--- config.mk ---
export PLATFORM = sky130hd
export DESIGN_NAME = byte_to_ascii_radix_formatter
export DESIGN_NICKNAME = d
export VERILOG_FILES = /design/src/design/b2a_pkg.sv /design/src/design/b2a_digit_div.sv /design/src/design/byte_to_ascii_radix_formatter.sv
export SDC_FILE = /design/constraint.sdc
export NUM_CORES = 1
export LEC_CHECK = 0
export BUFFER_PORTS_ARGS = -buffer_cell sky130_fd_sc_hd__buf_2
export CELL_PAD_IN_SITES_DETAIL_PLACEMENT = 2
export CELL_PAD_IN_SITES_GLOBAL_PLACEMENT = 2
export CORE_ASPECT_RATIO = 0.5
export CORE_MARGIN = 4
export CORE_UTILIZATION = 43
export DETAILED_ROUTE_END_ITERATION = 10
export PLACE_DENSITY_LB_ADDON = 0.12
export RECOVER_POWER = 25
export SETUP_SLACK_MARGIN = 0.4
export SLEW_MARGIN = 40
export SYNTH_ARGS = -nofsm -noshare
export SYNTH_HDL_FRONTEND = slang
export SYNTH_SLANG_ARGS = --single-unit
export TNS_END_PERCENT = 50
--- constraint.sdc ---
create_clock -name clk -period 8 [get_ports clk]
set_clock_uncertainty 0.05 [all_clocks]
set_input_delay 0 -clock clk [delete_from_list [all_inputs] [get_ports clk]]
set_output_delay 0 -clock clk [all_outputs]
set_load 0.01 [all_outputs]
--- src/design/b2a_pkg.sv ---
`timescale 1ns / 1ps
// ----------------------------------------------------------------------------
// b2a_pkg: shared types and constants for the byte radix formatter
// Mode codes, radix selection, the sequencer control word and digit lookup.
// ----------------------------------------------------------------------------
package b2a_pkg;

    localparam int VALUE_W = 8;
    localparam int MODE_W  = 3;
    localparam int CHAR_W  = 7;
    localparam int DIGIT_W = 4;

    localparam logic [MODE_W-1:0] MODE_SDEC = 3'd0;
    localparam logic [MODE_W-1:0] MODE_UDEC = 3'd1;
    localparam logic [MODE_W-1:0] MODE_OCT  = 3'd2;
    localparam logic [MODE_W-1:0] MODE_LHEX = 3'd3;
    localparam logic [MODE_W-1:0] MODE_UHEX = 3'd4;

    localparam logic [CHAR_W-1:0] ASCII_ZERO  = 7'h30;
    localparam logic [CHAR_W-1:0] ASCII_MINUS = 7'h2D;
    localparam logic [CHAR_W-1:0] ASCII_LOW_A = 7'h61;
    localparam logic [CHAR_W-1:0] ASCII_UP_A  = 7'h41;

    typedef enum logic [1:0] {
        RADIX_DEC,
        RADIX_OCT,
        RADIX_HEX
    } radix_t;

    // Jump conditions of the sequencer.
    typedef enum logic [1:0] {
        COND_NEVER,
        COND_NO_ITEM,
        COND_QUOT_NZ,
        COND_MORE_DIGITS
    } cond_t;

    localparam int PC_W = 2;

    typedef struct packed {
        logic             load;
        logic             extract;
        logic             emit_sign;
        logic             emit_digit;
        cond_t            cond;
        logic [PC_W-1:0]  target;
    } ctrl_word_t;

    function automatic logic [CHAR_W-1:0] digit_char(input logic [DIGIT_W-1:0] d,
                                                     input logic upper);
        logic [CHAR_W-1:0] base;
        begin
            base = upper ? ASCII_UP_A : ASCII_LOW_A;
            if (d < 4'd10)
            begin
                digit_char = ASCII_ZERO + {3'b000, d};
            end
            else
            begin
                digit_char = base + {3'b000, d - 4'd10};
            end
        end
    endfunction

endpackage

--- src/design/b2a_digit_div.sv ---
`timescale 1ns / 1ps
// ----------------------------------------------------------------------------
// b2a_digit_div: one radix digit step
// Splits a magnitude into quotient and lowest digit for radix 10, 8 or 16.
// ----------------------------------------------------------------------------
module b2a_digit_div (
    input  logic [b2a_pkg::VALUE_W-1:0] mag,
    input  b2a_pkg::radix_t             radix,
    output logic [b2a_pkg::VALUE_W-1:0] quot,
    output logic [b2a_pkg::DIGIT_W-1:0] rem
);
    import b2a_pkg::*;

    logic [2*VALUE_W-1:0] prod;
    logic [VALUE_W-1:0]   q10;
    logic [VALUE_W-1:0]   r10;

    // Division by ten: 205 / 2048 is exact for every 8-bit magnitude.
    assign prod = mag * 16'd205;
    assign q10  = {3'b000, prod[15:11]};
    assign r10  = mag - ((q10 << 3) + (q10 << 1));

    always_comb
    begin
        case (radix)
            RADIX_DEC:
            begin
                quot = q10;
                rem  = r10[DIGIT_W-1:0];
            end
            RADIX_OCT:
            begin
                quot = mag >> 3;
                rem  = {1'b0, mag[2:0]};
            end
            RADIX_HEX:
            begin
                quot = mag >> 4;
                rem  = mag[3:0];
            end
            default:
            begin
                quot = '0;
                rem  = '0;
            end
        endcase
    end

endmodule

--- src/design/byte_to_ascii_radix_formatter.sv ---
`timescale 1ns / 1ps
// ----------------------------------------------------------------------------
// byte_to_ascii_radix_formatter: byte to ASCII digit string
// A microcoded sequencer that prints one byte in decimal, octal or hex.
// ----------------------------------------------------------------------------
// Usage:
//   The input channel (in_valid/in_ready) takes one word: value and mode.
//   Mode 0 is signed decimal, 1 unsigned decimal, 2 octal, 3 lower-case hex
//   and 4 upper-case hex; modes 5 to 7 are taken and produce nothing.
//   The output channel (out_valid/out_ready) gives one ASCII character per
//   word, most significant digit first, with last set on the final one.
//   A negative signed value gives a leading minus sign.
//   An item takes one load step, one extraction step per digit through the
//   single digit divider, one sign step and one output step per digit.
//   The first character is registered by the sign step, or by the first
//   output step when no sign is printed.
//   in_ready is high only in the load step, so one item is worked on at a
//   time. When the receiver stalls, the output register holds its word and
//   the sequencer waits on the emitting step. Reset returns the sequencer
//   to the load step and empties the output register.
// ----------------------------------------------------------------------------
module byte_to_ascii_radix_formatter (
    input  logic                         clk,
    input  logic                         rst_n,
    input  logic                         in_valid,
    output logic                         in_ready,
    input  logic [b2a_pkg::VALUE_W-1:0]  value,
    input  logic [b2a_pkg::MODE_W-1:0]   mode,
    output logic                         out_valid,
    input  logic                         out_ready,
    output logic [b2a_pkg::CHAR_W-1:0]   char_out,
    output logic                         last
);
    import b2a_pkg::*;

    localparam int STEPS = 2 ** PC_W;
    localparam int STACK = 3;

    // Program: load, extract digits, optional sign, pop digits.
    localparam ctrl_word_t UCODE [STEPS] = '{
        '{load: 1'b1, extract: 1'b0, emit_sign: 1'b0, emit_digit: 1'b0,
          cond: COND_NO_ITEM, target: 2'd0},
        '{load: 1'b0, extract: 1'b1, emit_sign: 1'b0, emit_digit: 1'b0,
          cond: COND_QUOT_NZ, target: 2'd1},
        '{load: 1'b0, extract: 1'b0, emit_sign: 1'b1, emit_digit: 1'b0,
          cond: COND_NEVER, target: 2'd0},
        '{load: 1'b0, extract: 1'b0, emit_sign: 1'b0, emit_digit: 1'b1,
          cond: COND_MORE_DIGITS, target: 2'd3}
    };

    logic [PC_W-1:0]     pc_reg, pc_next;
    logic [VALUE_W-1:0]  mag_reg, mag_next;
    logic                neg_reg, neg_next;
    logic                upper_reg, upper_next;
    radix_t              radix_reg, radix_next;
    logic [DIGIT_W-1:0]  dig_reg [STACK];
    logic [DIGIT_W-1:0]  dig_next [STACK];
    logic [1:0]          cnt_reg, cnt_next;
    logic                out_valid_reg, out_valid_next;
    logic [CHAR_W-1:0]   char_reg, char_next;
    logic                last_reg, last_next;

    ctrl_word_t          cw;
    logic [VALUE_W-1:0]  quot;
    logic [DIGIT_W-1:0]  rem;
    logic                out_free;
    logic                emitting;
    logic                hold;
    logic                take;
    logic                mode_ok;
    logic                jump;

    b2a_digit_div u_div (
        .mag   (mag_reg),
        .radix (radix_reg),
        .quot  (quot),
        .rem   (rem)
    );

    assign cw       = UCODE[pc_reg];
    assign in_ready = cw.load;
    assign take     = in_valid && cw.load;
    assign mode_ok  = (mode <= MODE_UHEX);
    assign out_free = !out_valid_reg || out_ready;
    assign emitting = (cw.emit_sign && neg_reg) || cw.emit_digit;
    assign hold     = emitting && !out_free;

    always_comb
    begin
        case (cw.cond)
            COND_NEVER:       jump = 1'b0;
            COND_NO_ITEM:     jump = !(take && mode_ok);
            COND_QUOT_NZ:     jump = (quot != '0);
            COND_MORE_DIGITS: jump = (cnt_reg > 2'd1);
            default:          jump = 1'b0;
        endcase
    end

    always_comb
    begin
        pc_next        = pc_reg;
        mag_next       = mag_reg;
        neg_next       = neg_reg;
        upper_next     = upper_reg;
        radix_next     = radix_reg;
        dig_next       = dig_reg;
        cnt_next       = cnt_reg;
        out_valid_next = out_valid_reg && !out_ready;
        char_next      = char_reg;
        last_next      = last_reg;

        if (!hold)
        begin
            pc_next = jump ? cw.target : pc_reg + 1'b1;

            if (cw.load && take)
            begin
                neg_next   = (mode == MODE_SDEC) && value[VALUE_W-1];
                mag_next   = ((mode == MODE_SDEC) && value[VALUE_W-1]) ? -value : value;
                upper_next = (mode == MODE_UHEX);
                cnt_next   = 2'd0;
                if (mode == MODE_OCT)
                begin
                    radix_next = RADIX_OCT;
                end
                else if ((mode == MODE_LHEX) || (mode == MODE_UHEX))
                begin
                    radix_next = RADIX_HEX;
                end
                else
                begin
                    radix_next = RADIX_DEC;
                end
            end

            // Digits come out lowest first, so they are pushed on a stack.
            if (cw.extract)
            begin
                mag_next    = quot;
                dig_next[2] = dig_reg[1];
                dig_next[1] = dig_reg[0];
                dig_next[0] = rem;
                cnt_next    = cnt_reg + 2'd1;
            end

            if (cw.emit_sign && neg_reg)
            begin
                out_valid_next = 1'b1;
                char_next      = ASCII_MINUS;
                last_next      = 1'b0;
            end

            if (cw.emit_digit)
            begin
                out_valid_next = 1'b1;
                char_next      = digit_char(dig_reg[0], upper_reg);
                last_next      = (cnt_reg == 2'd1);
                dig_next[0]    = dig_reg[1];
                dig_next[1]    = dig_reg[2];
                cnt_next       = cnt_reg - 2'd1;
            end
        end
    end

    always_ff @(posedge clk or negedge rst_n)
    begin
        if (!rst_n)
        begin
            pc_reg        <= '0;
            cnt_reg       <= '0;
            neg_reg       <= 1'b0;
            out_valid_reg <= 1'b0;
        end
        else
        begin
            pc_reg        <= pc_next;
            cnt_reg       <= cnt_next;
            neg_reg       <= neg_next;
            out_valid_reg <= out_valid_next;
        end
    end

    always_ff @(posedge clk)
    begin
        mag_reg   <= mag_next;
        upper_reg <= upper_next;
        radix_reg <= radix_next;
        dig_reg   <= dig_next;
        char_reg  <= char_next;
        last_reg  <= last_next;
    end

    assign out_valid = out_valid_reg;
    assign char_out  = char_reg;
    assign last      = last_reg;

endmodule

==> results of run 1 <==
-- per-stage QoR --
step	setup slack [ns]	util, %
floorplan	2.72	-
global placement	2.48	48.6
detailed placement	2.22	48.6
CTS	2.18	51.2
global route	1.91	51.1
finish	2.20	51.1
-- layout make-up --
class	instances	area, sq um
clock inverter	3	46.3
fill	804	3690
clock buffer	5	125
multi-input combinational	260	2200
timing repair buffer	28	144
inverter	34	128
tap	108	135
sequential	37	1080
-- kinds of logic (layout without fill, tap and decap cells) --
| kind of cell | after synthesis | in the layout | synth area share (%) |
|---|---|---|---|
| and+or+nand+nor | 93 | 93 | 14.0 |
| DFF | 37 | 37 | 31.5 |
| adders and majority gates | 69 | 69 | 27.4 |
| AOI/OAI and AO/OA | 75 | 75 | 16.2 |
| muxes | 6 | 6 | 1.75 |
| buffers and inverters | 39 | 70 | 4.60 |
| xor gates and xnor gates | 17 | 17 | 4.56 |
-- worst max-delay path, delay by kind of cell (launching register included) --
kind | cells | cell delay [ns]
AOI/OAI and AO/OA | 6 | 1.05
xor gates and xnor gates | 2 | 0.38
adders and majority gates | 6 | 2.52
buffers and inverters | 2 | 0.13
DFF | 1 | 0.53
muxes | 1 | 0.20
and+or+nand+nor | 3 | 0.70
-- layer usage --
layer | global-route usage, % | part of all wire (%)
met5 | 0 | 0
met3 | 3.20 | 3.0
met2 | 40.8 | 51
met1 | 27.2 | 44
met4 | 7.00 | 2.1
-- what timing repair did --
item | 4_1_cts | 5_1_grt
hold endpoints to repair | 8 | 0
setup buffers | 0 | 0
setup endpoints to repair | 0 | 0
hold buffers | 3 | 0
-- worst paths after layout --
path | startpoint | endpoint | slack (ns) | depth (start not counted)
worst max-delay path | mag_reg[1] | dig_reg[11] | 2.20 | 20
worst max register to register | mag_reg[1] | dig_reg[11] | 2.20 | 20
worst min register to register | dig_reg[6] | dig_reg[2] | 0.42 | 0
worst min-delay path | mode[0] | radix_reg[0] | 0.004 | 2
max in group asynchronous | rst_n | cnt_reg[1] | 7.52 | 2
min in group asynchronous | rst_n | neg_reg | 0.11 | 2
-- cells in the final DEF (no fill, tap or decap), types with 3 or more instances in the layout --
cell            n
edfxtp_1       31
xnor2_1        10
and2_1          7
nand3b_1        4
and3_1          3
a31oi_1         4
o21ai_0        14
clkbuf_1       11
clkbuf_16       5
nand2_1        21
ha_1           58
nand2b_1        3
nor3b_1         4
dfrtp_1         6
nor2_1         26
o21ai_1         7
or2_2           3
a21oi_1        13
a211oi_1        3
nand3_1         6
inv_1          34
mux2i_1         6
dlygate4sd3_1   3
buf_2          13
xor2_1          6
a22o_1         10
fa_1           10
-- synthesized netlist by cell type, types with 7 or more instances --
cell / number / area, sq um
xnor2_1: 10 / 87.6
o21ai_1: 7 / 35.0
fa_1: 10 / 200
nor2_1: 27 / 101
ha_1: 59 / 738
a22o_1: 10 / 87.6
nand2_1: 21 / 78.8
o21ai_0: 14 / 70.1
edfxtp_1: 31 / 931
and2_1: 7 / 43.8
inv_1: 34 / 128
a21oi_1: 13 / 65.1
==> results.cfg, run 1 <==
[synthesis]
yosysSeqAreaShare_pct = 31.5
synth_edf_count = 31
async_flop_share_pct = 16.2
synthesis.nets = 420
synth_warnings = 0
syn_avg_cell_area_sq_um = 10.2
synth_cells = 336
synth_ff_type = edfxtp_1
synth.ff_latch_count = 37
yosysUniqueCellTypes = 53
synth_area_sq_um = 3430

[grt]
grt_usage_pct = 22.3
grt_overflow = 0
grt_max_degree = 24
grt_pass1_wl_mm = 16.6
grt_pass1_vias = 3042
antenna_found_initial = 0

[clock_tree]
clockBufferDepth = 2
cts.repair.resized = 0
root_buffer = clkbuf_16
cts_num_sinks = 37
clk_pin_slew_ns = 0.06
clkLatencyLatePin_ns = 0.29
cts_tree = done
htree_levels = 2
numCtsBuffers = 5

[critical_path]
cp-end-kind = flip-flop
crit_chain = ha_1, fa_1, fa_1, inv_1, fa_1, inv_1, ha_1, a211o_2, a21oi_1, o21ai_1, xor2_1, ha_1, or3b_1, and3_1, o21ai_0, o311a_1, nand3_1, mux2i_1, xor2_1, o41ai_2
crit_path_start_kind = flip-flop
crit_type = reg2reg
critPathMaxStageDelay_ns = 0.56
critPathMaxFanout = 7
critical_path_arrival_ns = 5.77
critPathSlowestCell = fa_1
critical_path_required_ns = 7.97

[layout]
syn_to_final_growth_pct = 12.4
final_nets = 450
fin_area_sq_um = 3850
stdcell_count = 475
drive_above_1_share_pct = 11.2
largest_register_ff_count = 12
num_antenna_cells = 0

[floorplanning]
ios = 25
core_sq_um = 7540
start_util_pct = 45.5
die_x_microns = 134
fp.dieH_microns = 71.2
rows = 22
dieArea_sq_um = 9560

[placed_design]
io_buffers = 24
dp_hpwl_mm = 7.88
dpl_cell_area_sq_um = 3660
gp_congestion = 0.830
dp.cells = 464

[drt]
ant_nets = 0
drt-total-wl_mm = 10.1
post_drt_via_cell_ratio = 5.67
dr.pass1.iters = 4
drtIter0Drc = 189
wl_per_cell_microns = 21.4
drc_errors = 0
vias = 2694

[sta]
hold_viol = 0
fmax_mhz = 172
maxSlewViolCount = 0
finalSetupViolCount = 0
fin_crit_ns = 5.80
tns_ns = 0
worst_pin_slew_ns = 0.718
timing.max_slew.rel_slack_pct = 51.7
whs_ns = 0.00431
rsz0062_at_grt = false
fin_crit_sh_pct = 72.5

[outcome]
status = completed

[run]
maxCapViolCount = 0

[worst_hold_path]
worst_hold_path_type = in2reg
Power of run 1 is not shown: default switching activity piles up to over one toggle a cycle in this logic, so the estimate is an artifact.
==> inputs of run 2 (changes only) <==
ABC_AREA = 1   (was unset)
CORE_UTILIZATION = 34   (was 43)
clock period = 5.3 ns   (was 8 ns; I/O delays follow)
==> results.cfg, run 2 <==
[drt]
ant_nets = 0
dr.pass1.iters = 4
drtIter0Drc = 82
drt-total-wl_mm = 10.3
post_drt_via_cell_ratio = 4.87
vias = 2896
drc_errors = 0
wl_per_cell_microns = 17.3

[grt]
antenna_found_initial = 0
grt_pass1_vias = 3306
grt_max_degree = 19
grt_overflow = 0
grt_usage_pct = 18.1
grt_pass1_wl_mm = 16.9

[placed_design]
gp_congestion = 0.843
io_buffers = 24
dp_hpwl_mm = 8.47
dpl_cell_area_sq_um = 3730

[sta]
hold_viol = 0
fin_crit_sh_pct = 88.5
whs_ns = 0.0501
fin_crit_ns = 4.69
tns_ns = 0
rsz0062_at_grt = false
finalSetupViolCount = 0
timing.max_slew.rel_slack_pct = 53.1
worst_pin_slew_ns = 0.703
maxSlewViolCount = 0
fmax_mhz = 213

[layout]
final_cell_mix = nand2_1, inv_1, ha_1
fin_area_sq_um = 3980
final.fill_count = 1091
syn_to_final_growth_pct = 15.4
final_nets = 543
final_common_cell = nand2_1
largest_register_ff_count = 12
num_antenna_cells = 0
drive_above_1_share_pct = 10.4

[critical_path]
critical_path_required_ns = 5.28
critical_path_arrival_ns = 4.67
cp-end-kind = flip-flop
crit_type = reg2reg
critPathMaxFanout = 5
crit_path_start_kind = flip-flop

[synthesis]
synth_top_area_share_pct = 27.0
synth_ff_type = edfxtp_1
synth_common_cells = nand2_1, inv_1, ha_1, nor2_1, edfxtp_1
synth_top_area_cell = edfxtp_1
synth_edf_count = 31
synth.mux.area_fraction_pct = 0
synth_cells = 421
synth_warnings = 0
synth_top_family_by_area = adder cells
ys_top_cells_by_area = edfxtp_1, ha_1, nand2_1
yosysUniqueCellTypes = 34
yosysMostFrequentCell = nand2_1
synthAdderAreaFrac_pct = 27.2
synthesis.nets = 505
synth_area_sq_um = 3450
synth.ff_latch_count = 37
async_flop_share_pct = 16.2
synth_compound_area_share_pct = 9.24
syn_avg_cell_area_sq_um = 8.20
yosysSeqAreaShare_pct = 31.3
synth_xor_area_share_pct = 2.54
yosys.area_share.simple_pct = 20.5

[clock_tree]
root_buffer = clkbuf_16
htree_levels = 2
clk_pin_slew_ns = 0.06
cts_tree = done
clkLatencyLatePin_ns = 0.27
cts_num_sinks = 37
clockBufferDepth = 2
numCtsBuffers = 5

[floorplanning]
core_sq_um = 9670
start_util_pct = 35.7
ios = 25
fp.dieH_microns = 79.3
rows = 25
dieArea_sq_um = 11900
die_x_microns = 151

[outcome]
status = completed

[worst_hold_path]
worst_hold_path_type = in2reg

[run]
maxCapViolCount = 0
[run 2: changes by cell type after synthesis, moves of 7 or more]
cell	delta
nand2_1	+65
nand3_1	+15
o21ai_0	+10
inv_1	+47
a22o_1	-9
nor2_1	+7
[run 2: per-stage QoR]
step	worst slack [ns]	utilization, %	instances
2_1_floorplan	0.883	-	421
3_3_place_gp	0.707	38.6	577
3_5_place_dp	0.443	38.6	577
4_1_cts	0.425	40.5	588
5_1_grt	0.373	41.2	595
6_report	0.612	41.2	595
[run 2: layout make-up]
class | count | area (sq um) | share of cell area (%)
sequential | 37 | 1080 | 27.1
inverter | 82 | 308 | 7.73
timing repair buffer | 34 | 189 | 4.74
multi-input combinational | 299 | 2090 | 52.5
tap | 135 | 169 | 4.24
clock buffer | 8 | 146 | 3.68
[run 2: timing repair]
action                     CTS  global route
buffers inserted             0             7
resized for setup            0             5
hold buffers                 3             0
setup endpoints to repair    0             2
hold endpoints to repair     8             0
[run 2: cell families after synthesis]
kind of cell	count (synthesis)
and+or+nand+nor	164
buffers and inverters	85
adders and majority gates	69
AOI/OAI and AO/OA	56
DFF	37
xor gates and xnor gates	10
[run 2: final timing paths]
path                       startpoint      endpoint  slack, ns  cells after the start
max                        mag_reg[1]   dig_reg[11]       0.61                     19
min                           mode[1]  radix_reg[0]       0.05                      3
max reg2reg                mag_reg[1]   dig_reg[11]       0.61                     19
min reg2reg                dig_reg[7]    dig_reg[3]       0.40                      0
max in group asynchronous       rst_n    cnt_reg[0]       4.83                      2
min in group asynchronous       rst_n     out_valid       0.11                      2
[run 2: critical path, stage by stage (launching register included)]
cell,delay (ns)
edfxtp_1,0.50
ha_4,0.30
fa_1,0.52
fa_1,0.56
inv_1,0.06
fa_1,0.54
inv_1,0.07
ha_4,0.28
nand2_2,0.07
nor2_1,0.12
nand2_1,0.09
nand2_1,0.07
nand2_1,0.06
and2_1,0.17
ha_1,0.19
xnor2_1,0.14
or2_4,0.27
a21oi_2,0.13
o21ai_1,0.08
a22o_1,0.17
[run 2: routing by layer]
layer  vias up  track usage [%]  part of all wire (%)
li1       1441                -                     -
met1      1419             22.9                    46
met2        29             34.0                    51
met3         7             1.88                   1.8
met4         0             2.55                  0.59
met5         -                0                     0
Power of run 2 is left out for the same reason.
